===== src/rtl/ple_pkg.sv =====
// Shared constants, codes and types of the positional list engine.
`timescale 1ns / 1ps

package ple_pkg;

   // list geometry
   localparam int CAPACITY   = 64;
   localparam int DATA_WIDTH = 32;

   // widths of the word fields on the channels
   localparam int OP_W    = 3;
   localparam int POS_W   = 7;
   localparam int VALUE_W = 32;
   localparam int RD_W    = 32;
   localparam int COUNT_W = 7;

   // internal widths derived from the geometry
   localparam int IDX_W = (CAPACITY > 1) ? $clog2(CAPACITY) : 1;
   localparam int CNT_W = $clog2(CAPACITY + 1);
   localparam int CMP_W = ((CNT_W > POS_W) ? CNT_W : POS_W) + 1;

   // operation codes of a request word
   typedef enum logic [OP_W-1:0] {
      OP_READ     = 3'd0,
      OP_INS_TAIL = 3'd1,
      OP_INS_HEAD = 3'd2,
      OP_INS_POS  = 3'd3,
      OP_REM_HEAD = 3'd4,
      OP_REM_TAIL = 3'd5
   } op_type;

   // what the cell row does this cycle
   typedef enum logic [1:0] {
      CMD_HOLD   = 2'd0,
      CMD_INSERT = 2'd1,
      CMD_REMOVE = 2'd2
   } shift_type;

   // control from the sequencer to the cell row
   typedef struct packed {
      shift_type             kind;
      logic [IDX_W-1:0]      slot;
      logic [DATA_WIDTH-1:0] word;
      logic [IDX_W-1:0]      rd_idx;
   } cell_cmd_type;

endpackage


===== src/rtl/ple_cell_array.sv =====
// Shifting row of data cells with one indexed read port.
`timescale 1ns / 1ps

module ple_cell_array (
   input  logic                              clock,
   input  ple_pkg::cell_cmd_type             cmd,
   output logic [ple_pkg::DATA_WIDTH-1:0]    rd_data
);

   localparam int CAP   = ple_pkg::CAPACITY;
   localparam int DW    = ple_pkg::DATA_WIDTH;
   localparam int IDX_W = ple_pkg::IDX_W;

   logic [DW-1:0] cell_ff [CAP];
   logic [DW-1:0] cell_in [CAP];

   // each cell picks its own value, the inserted word, or its upper or lower neighbor
   for (genvar i = 0; i < CAP; i++) begin : g_cell
      logic [DW-1:0] from_lower;
      logic [DW-1:0] from_upper;

      if (i == 0) begin : g_first
         assign from_lower = cell_ff[i];
      end else begin : g_mid_lo
         assign from_lower = cell_ff[i-1];
      end

      if (i == CAP - 1) begin : g_last
         assign from_upper = cell_ff[i];
      end else begin : g_mid_hi
         assign from_upper = cell_ff[i+1];
      end

      always_comb begin
         cell_in[i] = cell_ff[i];
         case (cmd.kind)
            ple_pkg::CMD_INSERT: begin
               if (IDX_W'(i) == cmd.slot) begin
                  cell_in[i] = cmd.word;
               end else if (IDX_W'(i) > cmd.slot) begin
                  cell_in[i] = from_lower;
               end
            end
            ple_pkg::CMD_REMOVE: begin
               if (IDX_W'(i) >= cmd.slot) begin
                  cell_in[i] = from_upper;
               end
            end
            default: cell_in[i] = cell_ff[i];
         endcase
      end

      always_ff @(posedge clock) begin
         cell_ff[i] <= cell_in[i];
      end
   end

   // indexed read, registered by the response stage
   assign rd_data = cell_ff[cmd.rd_idx];

endmodule


===== config.mk =====
export PLATFORM = sky130hd
export DESIGN_NAME = ple_cell_array
export DESIGN_NICKNAME = d
export VERILOG_FILES = /design/src/rtl/ple_pkg.sv /design/src/rtl/ple_cell_array.sv
export SDC_FILE = /design/constraint.sdc
export NUM_CORES = 2
export LEC_CHECK = 0
export BUFFER_PORTS_ARGS = -buffer_cell sky130_fd_sc_hd__buf_2
export CAP_MARGIN = 20
export CORE_MARGIN = 4
export CORE_UTILIZATION = 30
export DETAILED_ROUTE_END_ITERATION = 8
export PLACE_DENSITY = 0.41
export SLEW_MARGIN = 5
export SYNTH_ARGS = -nofsm -noshare
export SYNTH_HDL_FRONTEND = slang
export SYNTH_SLANG_ARGS = --single-unit

===== constraint.sdc =====
create_clock -name clock -period 11.5 [get_ports clock]
set_clock_uncertainty 0.2 [all_clocks]
set_input_delay 0.575 -clock clock [delete_from_list [all_inputs] [get_ports clock]]
set_output_delay 0.575 -clock clock [all_outputs]
set_load 0.1 [all_outputs]

# --- Word-level counts from Yosys, hierarchy flattened ---
# Memory sizes are Yosys's and may differ from the RTL's.
# Cells that the tools add are included.
# Widths: inputs -> output; s select.
totals:
  regBits: 0
  mem_bits_rw: 2048
  inputBits: 47
  out_inout_bits: 32
  wordCells: 447
  memories: 1
op_classes:
  order_cmp: 126
  n_eq_ne: 65
  muxes: 254
  n_reduce_logical: 1
memory_table:
  columns: ["name", "words", "width", "rd", "rd_ports_with_merged_regs", "write_ports", "line", "source"]
  rows:
  - ["cell_ff", 64, 32, 65, 0, 64, "ple_cell_array.sv:14", "logic [DW-1:0] cell_ff [CAP];"]
ops:
  columns: ["op", "n"]
  rows:
  - ["$mux 32", 191]
  - ["$pmux 32 s2", 63]
  - ["$eq 6x6->1 const A", 32]
  - ["$gt 6x6->1 const A", 32]
  - ["$ge 6x6->1 const A", 31]
  - ["$eq 5x6->1 const A", 16]
  - ["$ge 5x6->1 const A", 16]
  - ["$gt 5x6->1 const A", 16]
  - ["$eq 4x6->1 const A", 8]
  - ["$ge 4x6->1 const A", 8]
  - ["$gt 4x6->1 const A", 8]
  - ["$eq 3x6->1 const A", 4]
  - ["$ge 3x6->1 const A", 4]
  - ["$gt 3x6->1 const A", 4]
  - ["$eq 2x6->1 const A", 2]
  - ["$ge 1x6->1 const A", 2]
  - ["$ge 2x6->1 const A", 2]
  - ["$gt 2x6->1 const A", 2]
  - ["$eq 1x6->1 const A", 1]
  - ["$gt 1x6->1 const A", 1]
  - ["$logic_not 6->1", 1]
  - ["$eq 2x1->1 const B", 1]
  - ["$eq 2x2->1 const B", 1]

# --- Logic depth before layout (Yosys ltp) ---
depth:
  ltp_word: 4
  mapped_depth: 10
  ltp_nobuf: 7

# --- Worst setup path after synthesis ---
# OpenSTA, ideal clock, no wires.
synth_timing:
  path_kind: "in2reg"
  from: "in cmd[45] (netlist bit)"
  to: "mem cell_ff[23][0] (netlist bit), enable pin"
  t_arrival_ns: 4.510
  slack_ns: 6.320
  path_stages: 7
  path_cell_list: "inv_1 ha_1 or2_2 clkbuf_1 and2_1 clkbuf_1 a211oi_1"
synth_lines:
  columns: ["element", "line", "source"]
  rows:
  - ["from (decl)", "ple_cell_array.sv:6", "input ple_pkg::cell_cmd_type cmd,"]
  - ["to (decl)", "ple_cell_array.sv:14", null]

# --- Final worst setup path ---
layout_timing:
  from: "in cmd[1] (netlist bit)"
  to: "out rd_data[14] (netlist bit)"
layout_between:
  elab_chain_cells: 1
layout_rtl:
  columns: ["element", "line", "source"]
  rows:
  - ["$mem_v2 64x32", null, null]
  - ["to (decl)", "ple_cell_array.sv:7", "output logic [ple_pkg::DATA_WIDTH-1:0] rd_data"]
# No other way between the ends.

==> impl_metrics.csv <==
group,metric,value,unit
status,status,"completed",
pwr,power.internal,15.3,mW
finish,final_net_count,9862,
timing,fin_tns_setup,0,ps
cts,clkTransAtPathRegs,60,ps
finish,seq_area,61500,um2
timing,holdWs,61.8,ps
global_route,grt_usage,24.2,%
worst_setup_path,rr_startpoint,"cell_ff[30][17]$_DFFE_PP_",
worst_setup_path,cp_max_fo,57,
cts,cts-htree-levels,5,
worst_setup_path,reg2regPathDepth,2,
pwr,ir_drop,0.000104,V
die,die_area,411000,um2
routing,vias_per_cell,5.77,
routing,postRouteAntennaNets,0,
place,io_buffers,78,
routing,vias,88200,
yosys,synth.net_count,10300,
yosys,synthArstFlopShare,0,%
yosys,avgSynthCellArea,11.7,um2
timing,finalSetupViolCount,0,
worst_hold_path,min_path_cells,2,
cts,cts_tree,"built",
yosys,synth_top_area_share,51.2,%
routing,drc,0,
worst_hold_path,hp-start,"cmd[20]",
pwr,leakage,50.6,nW
pwr,combPwrFrac,16.6,%
yosys,yosysWarnings,0,
cts,cts-root-buf,"clkbuf_16",
finish,largest_register_ffs,2048,
die,rows,232,
global_route,grt_pass1_vias,84800,
yosys,yosysSeqAreaShare,51.2,%
run,drv_cap,0,
cts,cts_buffer_depth,4,
worst_setup_path,end_kind,"output port",
yosys,synth-main-ff-cell,"edfxtp_1",
timing,clock.fmax,160,MHz
finish,final_common_cell,"nand2_1",
pwr,p_switching,6.81,mW
yosys,synth_cell_types,48,
routing,highest_layer,"met4",
pwr,seq_power_share,46.3,%
finish,largest-register,"cell_ff",
place,dp_hpwl,305,mm
timing,maxSlewViolCount,0,
worst_setup_path,r2r_end,"cell_ff[31][17]$_DFFE_PP_",
routing,wl_met1,218,mm
global_route,antenna_found_initial,34,
worst_setup_path,cp.required,10730,ps
yosys,ys_ff_latch,2048,
global_route,grt_pass1_wl,707,mm
die,die-height,641,um
cts,cts-resized-gates,0,
worst_setup_path,start_kind,"primary input",
cts,cts-hold-fix-buffers,2,
timing,layout_min_cycle_time,6230,ps
finish,fin_util,33.5,%
worst_setup_path,cp.arrival,5460,ps
worst_setup_path,crit_slowest_cell,"o22ai_1",
finish,final_cell_mix,"nand2_1, edfxtp_1, mux2i_1, o21ai_0, mux4_2",
yosys,yosys-top-cells-area,"edfxtp_1, mux2i_1, mux4_2",
cts,cts-buffers-inserted,270,
routing,routed_wl,512,mm
routing,drt_pass1_iterations,6,
worst_setup_path,r2r_setup_slack,9570,ps
pwr,p_per_area,165,nW/um2
worst_setup_path,crit_type,"in -> out",
die,core_area,399000,um2
worst_hold_path,min_to,"cell_ff[63][14]$_DFFE_PP_",
routing,drt_first_iter_violations,10500,
timing,finalCritPeriodShare,54.2,%
global_route,grt_max_degree,243,
yosys,syn_area,120000,um2
yosys,synthCells,10300,
pwr,clkPwrFrac,37.1,%
routing,wl_met3,33.2,mm
timing,tightest_slew,1230,ps
worst_setup_path,cpPeakStageDelay,820,ps
timing,hold_viol_final,0,
finish,top_regs,"cell_ff (2048)",
worst_hold_path,hp-class,"in -> reg",
pwr,sw_frac_of_total,30.8,%
global_route,grt_overflow,0,
place,place_congestion,0.838,
cts,cts_sinks,2048,
die,io_pins,79,
finish,layout-drive-gt1-share,14.3,%
cts,clk_latency,920,ps
finish,multi_input_area,55000,um2
finish,area_delta_synth_final,11.3,%
timing,relSlewSlack,18.0,%
finish,num-fill-cells,39600,
cts,cts_setup_buffers,0,
routing,wl_met2,238,mm
yosys,synth_top_area_cell,"edfxtp_1",
yosys,synth_edf_count,2048,
routing,wl_per_cell,33.5,um
die,die_x,641,um
timing,rsz0062_at_grt,"false",
die,start_util,30.1,%
worst_setup_path,crit_path_cell_trace,"buf_8, buf_4, buf_4, mux4_2, mux4_2, o22ai_1, nor2_1, buf_2",
[layout make-up]
cell class,count,share of cell area [%]
well taps,5265,4.92
clock inverters,136,0.751
clock buffers,324,5.33
inverters,6,0.0168
repair buffers,310,1.84
multi-input cells,7177,41.1
flip-flops and latches,2048,46.0
diodes,18,0.0337
[synthesized netlist by cell type, drive strengths merged (17+ instances only)]
library cell and instances:
buf 368, nand2 2087, nand2b 17, mux4 572, a21oi 75, o221ai 25
o22ai 98, nor2 125, mux2 68, edfxtp 2048, o21ai 1993, a31oi 20
clkbuf 698, mux2i 2008
[worst max-delay path, delay by kind of cell]
family                 cells  cell delay, ps
AOI/OAI and AO/OA          1             820
buffers and inverters      4            2360
muxes                      2             920
and+or+nand+nor            1             470
[power by group through the flow]
stage	sequential [mW]	clock, mW	combinational (mW)
final	10.3	8.21	3.67
after global routing	10.3	8.69	3.90
after CTS	10.2	8.39	3.67
after detailed placement	10.4	0	3.66
after global placement	10.4	0	3.62
after floorplan	10.0	0	2.31
[cells by family after synthesis]
group | Yosys count | share of synthesized area [%]
AOI/OAI and AO/OA | 2228 | 9.52
adders and majority gates | 2 | 0.0208
buffers and inverters | 1072 | 3.83
DFF | 2048 | 51.2
muxes | 2648 | 28.1
and+or+nand+nor | 2299 | 7.39
[per-layer routing]
layer | up-vias | track usage [%]
li1 | 37600 | -
met1 | 45900 | 33.1
met5 | - | 0
met4 | 0 | 9.66
met2 | 3866 | 38.7
met3 | 740 | 3.03
[worst max-delay path by stage]
stage	startpoint	end	slack (ps)	cells past startpoint
finish	cmd[1]	rd_data[14]	5270	8
global route	cmd[1]	rd_data[7]	5300	10
CTS	cmd[1]	rd_data[7]	5190	10
detailed placement	cmd[1]	rd_data[7]	5200	10
global placement	cmd[1]	rd_data[7]	5250	10
floorplan	cmd[45]	cell_ff[23][0]$_DFFE_PP_	6320	7
[per-stage QoR]
step | worst slack (ps) | cell area (um2) | std cells | total power, mW
2_1_floorplan | 6320 | 120000 | 10300 | 12.3
3_3_place_gp | 5250 | 126000 | 14800 | 14.0
3_5_place_dp | 5200 | 126000 | 14800 | 14.1
4_1_cts | 5190 | 134000 | 15300 | 22.3
5_1_grt | 5300 | 134000 | 15300 | 22.9
6_report | 5270 | 134000 | 15300 | 22.1
(Power assumes the default switching activity.)
