==> src/rtl/ple_pkg.sv <==
// Shared constants, codes and types of the positional list engine.
`timescale 1ns / 1ps

package ple_pkg;

   // list geometry
   localparam int CAPACITY   = 64;
   localparam int DATA_WIDTH = 32;

   // widths of the word fields on the channels
   localparam int OP_W    = 3;
   localparam int POS_W   = 7;
   localparam int VALUE_W = 32;
   localparam int RD_W    = 32;
   localparam int COUNT_W = 7;

   // internal widths derived from the geometry
   localparam int IDX_W = (CAPACITY > 1) ? $clog2(CAPACITY) : 1;
   localparam int CNT_W = $clog2(CAPACITY + 1);
   localparam int CMP_W = ((CNT_W > POS_W) ? CNT_W : POS_W) + 1;

   // operation codes of a request word
   typedef enum logic [OP_W-1:0] {
      OP_READ     = 3'd0,
      OP_INS_TAIL = 3'd1,
      OP_INS_HEAD = 3'd2,
      OP_INS_POS  = 3'd3,
      OP_REM_HEAD = 3'd4,
      OP_REM_TAIL = 3'd5
   } op_type;

   // what the cell row does this cycle
   typedef enum logic [1:0] {
      CMD_HOLD   = 2'd0,
      CMD_INSERT = 2'd1,
      CMD_REMOVE = 2'd2
   } shift_type;

   // control from the sequencer to the cell row
   typedef struct packed {
      shift_type             kind;
      logic [IDX_W-1:0]      slot;
      logic [DATA_WIDTH-1:0] word;
      logic [IDX_W-1:0]      rd_idx;
   } cell_cmd_type;

endpackage

==> src/rtl/ple_if.sv <==
// Valid/ready channel interfaces for request and response words.
`timescale 1ns / 1ps

interface ple_req_if;
   logic                        valid;
   logic                        ready;
   logic [ple_pkg::OP_W-1:0]    op;
   logic [ple_pkg::POS_W-1:0]   pos;
   logic [ple_pkg::VALUE_W-1:0] value;

   modport source (output valid, output op, output pos, output value, input ready);
   modport sink   (input valid, input op, input pos, input value, output ready);
endinterface

interface ple_rsp_if;
   logic                        valid;
   logic                        ready;
   logic                        ok;
   logic [ple_pkg::RD_W-1:0]    read_value;
   logic [ple_pkg::COUNT_W-1:0] count;
   logic                        is_empty;
   logic                        is_full;

   modport source (output valid, output ok, output read_value, output count,
                   output is_empty, output is_full, input ready);
   modport sink   (input valid, input ok, input read_value, input count,
                   input is_empty, input is_full, output ready);
endinterface

==> src/rtl/ple_ctrl.sv <==
// Request register, operation decode, element count and response register.
`timescale 1ns / 1ps

module ple_ctrl (
   input  logic                           clock,
   input  logic                           reset,
   ple_req_if.sink                        req,
   ple_rsp_if.source                      rsp,
   output ple_pkg::cell_cmd_type          cmd,
   input  logic [ple_pkg::DATA_WIDTH-1:0] rd_data
);

   localparam int DW      = ple_pkg::DATA_WIDTH;
   localparam int IDX_W   = ple_pkg::IDX_W;
   localparam int CNT_W   = ple_pkg::CNT_W;
   localparam int CMP_W   = ple_pkg::CMP_W;
   localparam int RD_W    = ple_pkg::RD_W;
   localparam int COUNT_W = ple_pkg::COUNT_W;

   // request stage
   logic                          s1_valid_ff, s1_valid_in;
   logic [ple_pkg::OP_W-1:0]      s1_op_ff;
   logic [ple_pkg::POS_W-1:0]     s1_pos_ff;
   logic [ple_pkg::VALUE_W-1:0]   s1_value_ff;

   // list state
   logic [CNT_W-1:0]              count_ff, count_in;

   // response stage
   logic                          rsp_valid_ff, rsp_valid_in;
   logic                          rsp_ok_ff;
   logic [RD_W-1:0]               rsp_rd_ff;
   logic [COUNT_W-1:0]            rsp_count_ff;
   logic                          rsp_empty_ff;
   logic                          rsp_full_ff;

   logic                          advance;
   logic                          take_req;
   logic                          op_ok;
   logic                          is_read;
   ple_pkg::shift_type            kind;
   logic [CMP_W-1:0]              slot_x;
   logic [CMP_W-1:0]              pos_x;
   logic [CMP_W-1:0]              cnt_x;
   logic                          full;
   logic                          empty;

   // 1-based position to cell index
   function automatic logic [IDX_W-1:0] slot_of_pos(input logic [CMP_W-1:0] p);
      logic [CMP_W-1:0] s;
      s = p - CMP_W'(1);
      return s[IDX_W-1:0];
   endfunction

   // handshake: the request word moves on when the response slot frees up
   assign advance  = s1_valid_ff && (!rsp_valid_ff || rsp.ready);
   assign req.ready = !s1_valid_ff || advance;
   assign take_req = req.valid && req.ready;

   always_comb begin
      if (take_req) begin
         s1_valid_in = 1'b1;
      end else if (advance) begin
         s1_valid_in = 1'b0;
      end else begin
         s1_valid_in = s1_valid_ff;
      end
      if (advance) begin
         rsp_valid_in = 1'b1;
      end else if (rsp.ready) begin
         rsp_valid_in = 1'b0;
      end else begin
         rsp_valid_in = rsp_valid_ff;
      end
   end

   always_ff @(posedge clock) begin
      if (reset) begin
         s1_valid_ff  <= 1'b0;
         rsp_valid_ff <= 1'b0;
         count_ff     <= '0;
      end else begin
         s1_valid_ff  <= s1_valid_in;
         rsp_valid_ff <= rsp_valid_in;
         count_ff     <= count_in;
      end
   end

   always_ff @(posedge clock) begin
      if (take_req) begin
         s1_op_ff    <= req.op;
         s1_pos_ff   <= req.pos;
         s1_value_ff <= req.value;
      end
   end

   // decode the held request against the current count
   assign pos_x = CMP_W'(s1_pos_ff);
   assign cnt_x = CMP_W'(count_ff);
   assign full  = (count_ff == CNT_W'(ple_pkg::CAPACITY));
   assign empty = (count_ff == '0);

   always_comb begin
      op_ok   = 1'b0;
      is_read = 1'b0;
      kind    = ple_pkg::CMD_HOLD;
      slot_x  = '0;
      case (ple_pkg::op_type'(s1_op_ff))
         ple_pkg::OP_READ: begin
            is_read = 1'b1;
            op_ok   = (pos_x != '0) && (pos_x <= cnt_x);
         end
         ple_pkg::OP_INS_TAIL: begin
            kind   = ple_pkg::CMD_INSERT;
            op_ok  = !full;
            slot_x = cnt_x;
         end
         ple_pkg::OP_INS_HEAD: begin
            kind  = ple_pkg::CMD_INSERT;
            op_ok = !full;
         end
         ple_pkg::OP_INS_POS: begin
            kind   = ple_pkg::CMD_INSERT;
            op_ok  = !full && (pos_x != '0) && (pos_x <= cnt_x + CMP_W'(1));
            slot_x = pos_x - CMP_W'(1);
         end
         ple_pkg::OP_REM_HEAD: begin
            kind  = ple_pkg::CMD_REMOVE;
            op_ok = !empty;
         end
         ple_pkg::OP_REM_TAIL: begin
            kind   = ple_pkg::CMD_REMOVE;
            op_ok  = !empty;
            slot_x = cnt_x - CMP_W'(1);
         end
         default: begin
            op_ok = 1'b0;
         end
      endcase
   end

   // cell row command; only a successful word that moves on changes state
   always_comb begin
      cmd.kind   = (advance && op_ok) ? kind : ple_pkg::CMD_HOLD;
      cmd.slot   = slot_x[IDX_W-1:0];
      cmd.word   = DW'(s1_value_ff);
      cmd.rd_idx = slot_of_pos(pos_x);
   end

   // count after the operation
   always_comb begin
      case (cmd.kind)
         ple_pkg::CMD_INSERT: count_in = count_ff + CNT_W'(1);
         ple_pkg::CMD_REMOVE: count_in = count_ff - CNT_W'(1);
         default:             count_in = count_ff;
      endcase
   end

   // response register
   always_ff @(posedge clock) begin
      if (advance) begin
         rsp_ok_ff    <= op_ok;
         rsp_rd_ff    <= (is_read && op_ok) ? RD_W'(rd_data) : '0;
         rsp_count_ff <= COUNT_W'(count_in);
         rsp_empty_ff <= (count_in == '0);
         rsp_full_ff  <= (count_in == CNT_W'(ple_pkg::CAPACITY));
      end
   end

   assign rsp.valid      = rsp_valid_ff;
   assign rsp.ok         = rsp_ok_ff;
   assign rsp.read_value = rsp_rd_ff;
   assign rsp.count      = rsp_count_ff;
   assign rsp.is_empty   = rsp_empty_ff;
   assign rsp.is_full    = rsp_full_ff;

   // checks
   a_count_bound: assert property (@(posedge clock) disable iff (reset)
      count_ff <= CNT_W'(ple_pkg::CAPACITY))
      else $error("element count above capacity");

   a_rsp_count: assert property (@(posedge clock) disable iff (reset)
      rsp_valid_ff |-> (rsp_count_ff == COUNT_W'(count_ff)))
      else $error("pending response count differs from list count");

   a_fail_zero: assert property (@(posedge clock) disable iff (reset)
      (rsp_valid_ff && !rsp_ok_ff) |-> (rsp_rd_ff == '0))
      else $error("failed response carries a read word");

   a_insert_count: assert property (@(posedge clock) disable iff (reset)
      (cmd.kind == ple_pkg::CMD_INSERT) |=> (count_ff == CNT_W'($past(count_ff) + 1'b1)))
      else $error("insert did not raise the count by one");

   a_stall_hold: assert property (@(posedge clock) disable iff (reset)
      (rsp_valid_ff && !rsp.ready) |=> $stable(count_ff))
      else $error("list changed while the response was stalled");

endmodule
==> src/flat_wrapper.sv <==
// flat-port wrapper written by rule: the top's interface ports become plain ports
module ple_ctrl_flat 
  (clock, reset, cmd, rd_data, req_valid, req_op, req_pos, req_value, req_ready, rsp_valid, rsp_ok, rsp_read_value, rsp_count, rsp_is_empty, rsp_is_full, rsp_ready);
  ple_req_if req_i ();
  ple_rsp_if rsp_i ();
  input  logic clock;
  input  logic reset;
  output ple_pkg::cell_cmd_type cmd;
  input  logic [ple_pkg::DATA_WIDTH-1:0] rd_data;
  input wire logic [$bits(req_i.valid)-1:0] req_valid;
  input wire logic [$bits(req_i.op)-1:0] req_op;
  input wire logic [$bits(req_i.pos)-1:0] req_pos;
  input wire logic [$bits(req_i.value)-1:0] req_value;
  output wire logic [$bits(req_i.ready)-1:0] req_ready;
  output wire logic [$bits(rsp_i.valid)-1:0] rsp_valid;
  output wire logic [$bits(rsp_i.ok)-1:0] rsp_ok;
  output wire logic [$bits(rsp_i.read_value)-1:0] rsp_read_value;
  output wire logic [$bits(rsp_i.count)-1:0] rsp_count;
  output wire logic [$bits(rsp_i.is_empty)-1:0] rsp_is_empty;
  output wire logic [$bits(rsp_i.is_full)-1:0] rsp_is_full;
  input wire logic [$bits(rsp_i.ready)-1:0] rsp_ready;
  assign req_i.valid = req_valid;
  assign req_i.op = req_op;
  assign req_i.pos = req_pos;
  assign req_i.value = req_value;
  assign req_ready = req_i.ready;
  assign rsp_valid = rsp_i.valid;
  assign rsp_ok = rsp_i.ok;
  assign rsp_read_value = rsp_i.read_value;
  assign rsp_count = rsp_i.count;
  assign rsp_is_empty = rsp_i.is_empty;
  assign rsp_is_full = rsp_i.is_full;
  assign rsp_i.ready = rsp_ready;
  ple_ctrl u_core (.clock(clock), .reset(reset), .req(req_i), .rsp(rsp_i), .cmd(cmd), .rd_data(rd_data));
endmodule
==> config.mk <==
export PLATFORM = sky130hd
export DESIGN_NAME = ple_ctrl_flat
export DESIGN_NICKNAME = d
export VERILOG_FILES = /design/src/rtl/ple_pkg.sv /design/src/rtl/ple_if.sv /design/src/rtl/ple_ctrl.sv /design/src/flat_wrapper.sv
export SDC_FILE = /design/constraint.sdc
export NUM_CORES = 1
export LEC_CHECK = 0
export BUFFER_PORTS_ARGS = -buffer_cell sky130_fd_sc_hd__buf_2
export CORE_ASPECT_RATIO = 0.5
export CORE_MARGIN = 2
export CORE_UTILIZATION = 49
export DETAILED_ROUTE_END_ITERATION = 8
export HOLD_SLACK_MARGIN = 0.15
export PLACE_DENSITY = 0.89
export SYNTH_ARGS = -nofsm -noshare
export SYNTH_HDL_FRONTEND = slang
export SYNTH_SLANG_ARGS = --single-unit
==> constraint.sdc <==
create_clock -name clock -period 4.66 [get_ports clock]
set_input_delay 0.932 -clock clock [delete_from_list [all_inputs] [get_ports clock]]
set_output_delay 0.932 -clock clock [all_outputs]
set_load 0.05 [all_outputs]
=== Word level (Yosys, flattened, before mapping) ===
Index checks and enable logic that the tools add are counted.

* Bits in latches: 0
* Bits of input ports: 78
* Output and inout port bits: 90
* Word-level logic and storage cells: 59
* Memories: 0
* Bits in registers: 93
* Memory bits (read-only): 0
* Memory bits (writable): 0

* Shift-type cells: 0
* $lt $le $gt $ge: 2
* Div/mod/pow operators: 0
* Add/subtract/negate cells: 5
* Muxes and demuxes: 10
* Reductions and logical operators: 22
* Equal/unequal tests: 9
* Multipliers: 0
* Bitwise operators: 0

{| class="wikitable"
|+ Operators with widths
! kind !! count
|-
| 6-bit case mux with 3 select lines || 1
|-
| 7-bit equality test, second input constant || 2
|-
| 7-bit logical NOT || 2
|-
| 7-bit case mux with 2 select lines || 1
|-
| 6-bit by 1-bit subtractor with 6-bit output, second input constant || 2
|-
| 7-bit by 1-bit adder with 8-bit output, second input constant || 1
|-
| 7-bit by 8-bit <= comparator with 1-bit output || 1
|-
| 8-bit nonzero test || 1
|-
| 7-bit by 1-bit adder with 7-bit output, second input constant || 1
|-
| 7-bit <= comparator || 1
|-
| 1-bit logical AND || 7
|-
| 7-bit by 1-bit subtractor with 7-bit output, second input constant || 1
|-
| 3-bit by 2-bit equality test with 1-bit output, second input constant || 2
|-
| 3-bit equality test, second input constant || 2
|-
| 1-bit two-way mux || 5
|-
| 1-bit logical NOT || 4
|-
| 1-bit case mux with 4 select lines || 1
|-
| 2-bit case mux with 2 select lines || 1
|-
| 2-bit nonzero test || 2
|-
| 2-bit OR reduction || 2
|-
| 3-bit by 1-bit equality test with 1-bit output, second input constant || 1
|-
| 3-bit logical NOT || 1
|-
| 3-bit OR reduction || 1
|-
| 2-bit by 1-bit equality test with 1-bit output, second input constant || 1
|-
| other kinds (3) || 4
|}

=== Depth between registers and ports, before layout ===
* Depth after elaboration: 10
* Depth in mapped cells: 19
* Gate-level depth less buffers: 19

=== Least setup slack after synthesis ===
OpenSTA, ideal clock, no wires.

* Kind: reg2reg
* Start: register u_core.count_ff[1]
* End: register u_core.rsp_empty_ff (netlist: u_core.rsp.is_empty), data pin
* Setup time: 157 ps
* Path slack: -563 ps
* Buffers on the path: 0
* Arrival: 5067 ps
* Period minus slack after synthesis: 5223 ps
* Required time: 4503 ps
* Stages on the path, launching flop included: 20
* Cells stage by stage: dfxtp_1 -> ha_1 -> nand3_1 -> nor3_1 -> xnor2_1 -> ha_1 -> a21oi_1 -> nand3_1 -> nor2_1 -> o2111ai_1 -> a311oi_1 -> ha_1 -> inv_2 -> fa_1 -> nor2b_1 -> o211a_1 -> o211ai_2 -> xnor2_1 -> inv_1 -> nor3_1

{| class="wikitable"
|+ RTL lines
! element !! RTL line !! source
|-
| start: declaration || ple_ctrl.sv:27 || <nowiki>logic [CNT_W-1:0] count_ff, count_in;</nowiki>
|-
| start signal: assignment || ple_ctrl.sv:85 || <nowiki>count_ff <= count_in;</nowiki>
|-
| end signal: assignment || ple_ctrl.sv:165 || <nowiki>rsp_empty_ff <= (count_in == '0);</nowiki>
|-
| end: declaration || ple_ctrl.sv:34 || <nowiki>logic rsp_empty_ff;</nowiki>
|}

=== Worst setup path in the final report ===
* Start: register u_core.count_ff[1]
* End: register u_core.rsp_empty_ff (netlist: u_core.rsp.is_empty), data pin

* Cells in the longest elaborated chain, start to end: 10
* Elaborated cells on any way between the ends: 19
* Those cells by class: 3 x add/sub; 2 x order compare; 3 x eq/ne; 3 x mux; 8 x reduce/logical

{| class="wikitable"
|+ Ends and longest elaborated chain
! element !! RTL line !! source
|-
| branches (longest 8 deep; another with 7-bit by 1-bit adder with 8-bit output) || n/a ||
|-
| 7-bit case mux with 2 select lines (*) || ple_ctrl.sv:152 || <nowiki>case (cmd.kind)</nowiki>
|-
| named net u_core.count_in[4] || ple_ctrl.sv:27 ||
|-
| 7-bit logical NOT (*) || ple_ctrl.sv:165 ||
|}

Mark *: on every way through the listed nets, which the timed path passes.
A chain may end at the register's enable or synchronous reset.

==> run metrics <==
clk buf depth=2; Final ANT Viol Nets=0; TritonCTS Buffers=9; Die Width=137 um; YS warnings=0; f_max=225 MHz; global router's overall resource usage=0.207; RSZ-0062 raised after global routing=false; Setup Skew=approximately 0.0041 ns; Seq/Total Area, Yosys=0.620; IO Count=168; nets=604; Worst Path Class, Setup=reg2reg; Final Hold Fails=0; Worst EP required=4.84 ns; number of port buffers=167; Yosys cell types=57; vias post-DR=3,234; Rows=24; placed cell area=0.00534 mm2; max-slew violations=0; leading area contributor after synthesis=edfxtp_1; Min Hold Slack=0.547 ns; global-route wire length before repair=15.2 mm; final wirelength=9.88 mm; clk_lat worst skew=about 0.34 ns; crit path max fanout=10; Die Y=70.7 um; final instance area=about 0.0057 mm2; Multi-input gate area=0.00157 mm2; Worst-path clk slew=0.06 ns; Core ar.=0.00868 mm2; Antenna diodes=0; syn_area_per_cell=between 10 and 15 um2; # DRC=0; Hold Path Class=reg2reg; Slew HR=0.365; CP arrival=4.62 ns; Seq cells post-synth=93; fin crit share=0.952; DPL Wire Length=7.41 mm; Peak VDD IR=0.206 mV; top-count cell post-synth=edfxtp_1; WL/cell=between 15 and 20 um; met2 WL=4.91 mm; Register Area=0.00270 mm2; fin util=0.652; # H-tree levels=3; TritonCTS clock tree=built; CP Launch Type=flip-flop; antenna violations before repair=0; met3 wire length=756 um; Placer Congestion=slightly above 0.9; Area contributors post-synth=edfxtp_1, ha_1, and2_1, dfxtp_1, xnor2_1; Post-synth top cells=edfxtp_1, and2_1, ha_1, inv_1, nor2_1; DRT iter0 DRCs=238; # Post-CTS Setup Buffers=0; layout cell share with drive strength beyond 1=0.404; status=finished clean; Initial Util=0.502; vias in the first global route=about 3,200; synthesized instance count=329; MaxCap Viol Count=0; global route overflow=0; layout filler cell count=~680; Pleak=2.38 nW; CTS Sinks=93; post-layout min period=~4.4 ns; area growth from synthesis to layout=29.8%; EDFF count, synth=84; final number of setup-violating endpoints=0; Clock Tree Root=clkbuf_16; drt pass-1 iters=5; top layer in use=met4; Synthesized Nets=431; Via density=5.18; Setup crit end kind=flip-flop; Async SR Flop Fraction=0; largest net degree at the start of global routing=43; Post-synth top flop=edfxtp_1; Least-Margin Pin Slew=0.953 ns; Power Density=353 mW/mm2; die area=0.00971 mm2; Post-Synthesis Cell Area=around 0.0044 mm2; Yosys top cell area share=0.579; Met1 Wirelength=4.00 mm
-- worst max-delay path, cell delays in order, from the launching register on --
cell and delay (ns):
dfxtp_2 0.40, ha_1 0.22, nand3_1 0.13, nor3_1 0.24, xnor2_1 0.17, ha_1 0.31, a21oi_1 0.19, nand3_1 0.11
nor2_1 0.19, o2111ai_1 0.25, a311oi_4 0.33, ha_4 0.25, inv_2 0.06, fa_1 0.43, nor2b_2 0.19, or4_1 0.15
nand3_1 0.09, or3_1 0.42, nor3_1 0.14
-- layout by cell type, fill, tap and decap left out, types with 3 or more instances in the layout --
cell	netlist	layout
buf_2	3	167
edfxtp_1	84	84
and2_1	36	35
ha_1	23	22
inv_1	17	17
nor2_1	16	16
a21oi_1	13	13
xnor2_1	11	10
nand2_1	9	9
nand3_1	9	9
clkbuf_16	0	9
o21ai_0	8	8
dfxtp_1	9	8
nor3_1	7	7
nand2b_1	6	6
nor3b_1	6	6
buf_4	0	5
nor2b_1	5	4
xor2_1	4	4
a211oi_1	4	4
mux2i_1	4	4
nor4b_1	3	3
nand3b_1	3	3
and3_1	3	3
a21o_1	3	3
nand4_1	3	3
clkinv_1	0	3
-- layout make-up --
cell class / count / area share
Clock buffer: 9 / 0.0398
Clock inverter: 7 / 0.0115
Inverter: 18 / 0.0119
Multi-Input combinational cell: 208 / 0.278
Sequential cell: 93 / 0.478
Tap cell: 117 / 0.0259
Timing Repair Buffer: 172 / 0.154
-- report_power, final --
part	internal, W	switching [W]	total, W
combinational	0.0000827	0.000230	0.000313
clock	0.000412	0.000300	0.000711
sequential	0.000955	0.0000179	0.000972
-- path summary, 6_finish.rpt --
kind	to	depth (start not counted)	slack [ns]	startpoint
max	u_core.rsp.is_empty$_DFFE_PP_	18	0.23	u_core.count_ff[1]$_SDFF_PP0_
min	u_core.rsp.valid$_SDFFE_PP0P_	2	0.55	u_core.s1_valid_ff$_SDFFE_PP0P_
max reg2reg	u_core.rsp.is_empty$_DFFE_PP_	18	0.23	u_core.count_ff[1]$_SDFF_PP0_
min reg2reg	u_core.rsp.valid$_SDFFE_PP0P_	2	0.55	u_core.s1_valid_ff$_SDFFE_PP0P_
-- metal layers --
metal / GRT usage / vias to the layer above
li1: - / 1560
met1: 0.251 / 1499
met2: 0.353 / 156
met3: 0.0523 / 19
met4: 0.0893 / 0
met5: 0 / -
-- registers in the layout, summed over array words and instances, names as in the netlist --
register               flops
u_core.count_ff            7
u_core.rsp.count           7
u_core.rsp.is_empty        1
u_core.rsp.is_full         1
u_core.rsp.ok              1
u_core.rsp.read_value     32
u_core.rsp.valid           1
u_core.s1_op_ff            3
u_core.s1_pos_ff           7
u_core.s1_valid_ff         1
u_core.s1_value_ff        32
-- cell families after synthesis --
kind of cell    count (synthesis)  share of synthesized area
flops                          93                      0.620
fa+ha+maj                      24                     0.0707
compound gates                 47                     0.0773
mux                             4                    0.00919
xor+xnor                       15                     0.0302
simple gates                  118                      0.163
buf+inv                        28                     0.0293
-- through the flow --
step,setup TNS (ns),power [W],cells,worst slack [ns]
final,0,0.00200,624,0.225
after global routing,0,0.00207,624,0.0125
after CTS,0,0.00201,624,0.0335
after detailed placement,-0.0190,0.00130,608,-0.0190
after global placement,0,0.00130,608,0.313
after floorplan,0,0.00121,329,0.156
-- what timing repair did --
action                                  in CTS  in global routing
hold buffers                                 0                  0
endpoints found under the setup margin       1                  7
gates resized for setup                      1                  5
pin swaps                                    0                  1
Note: power is estimated with default switching activity, not from simulation.
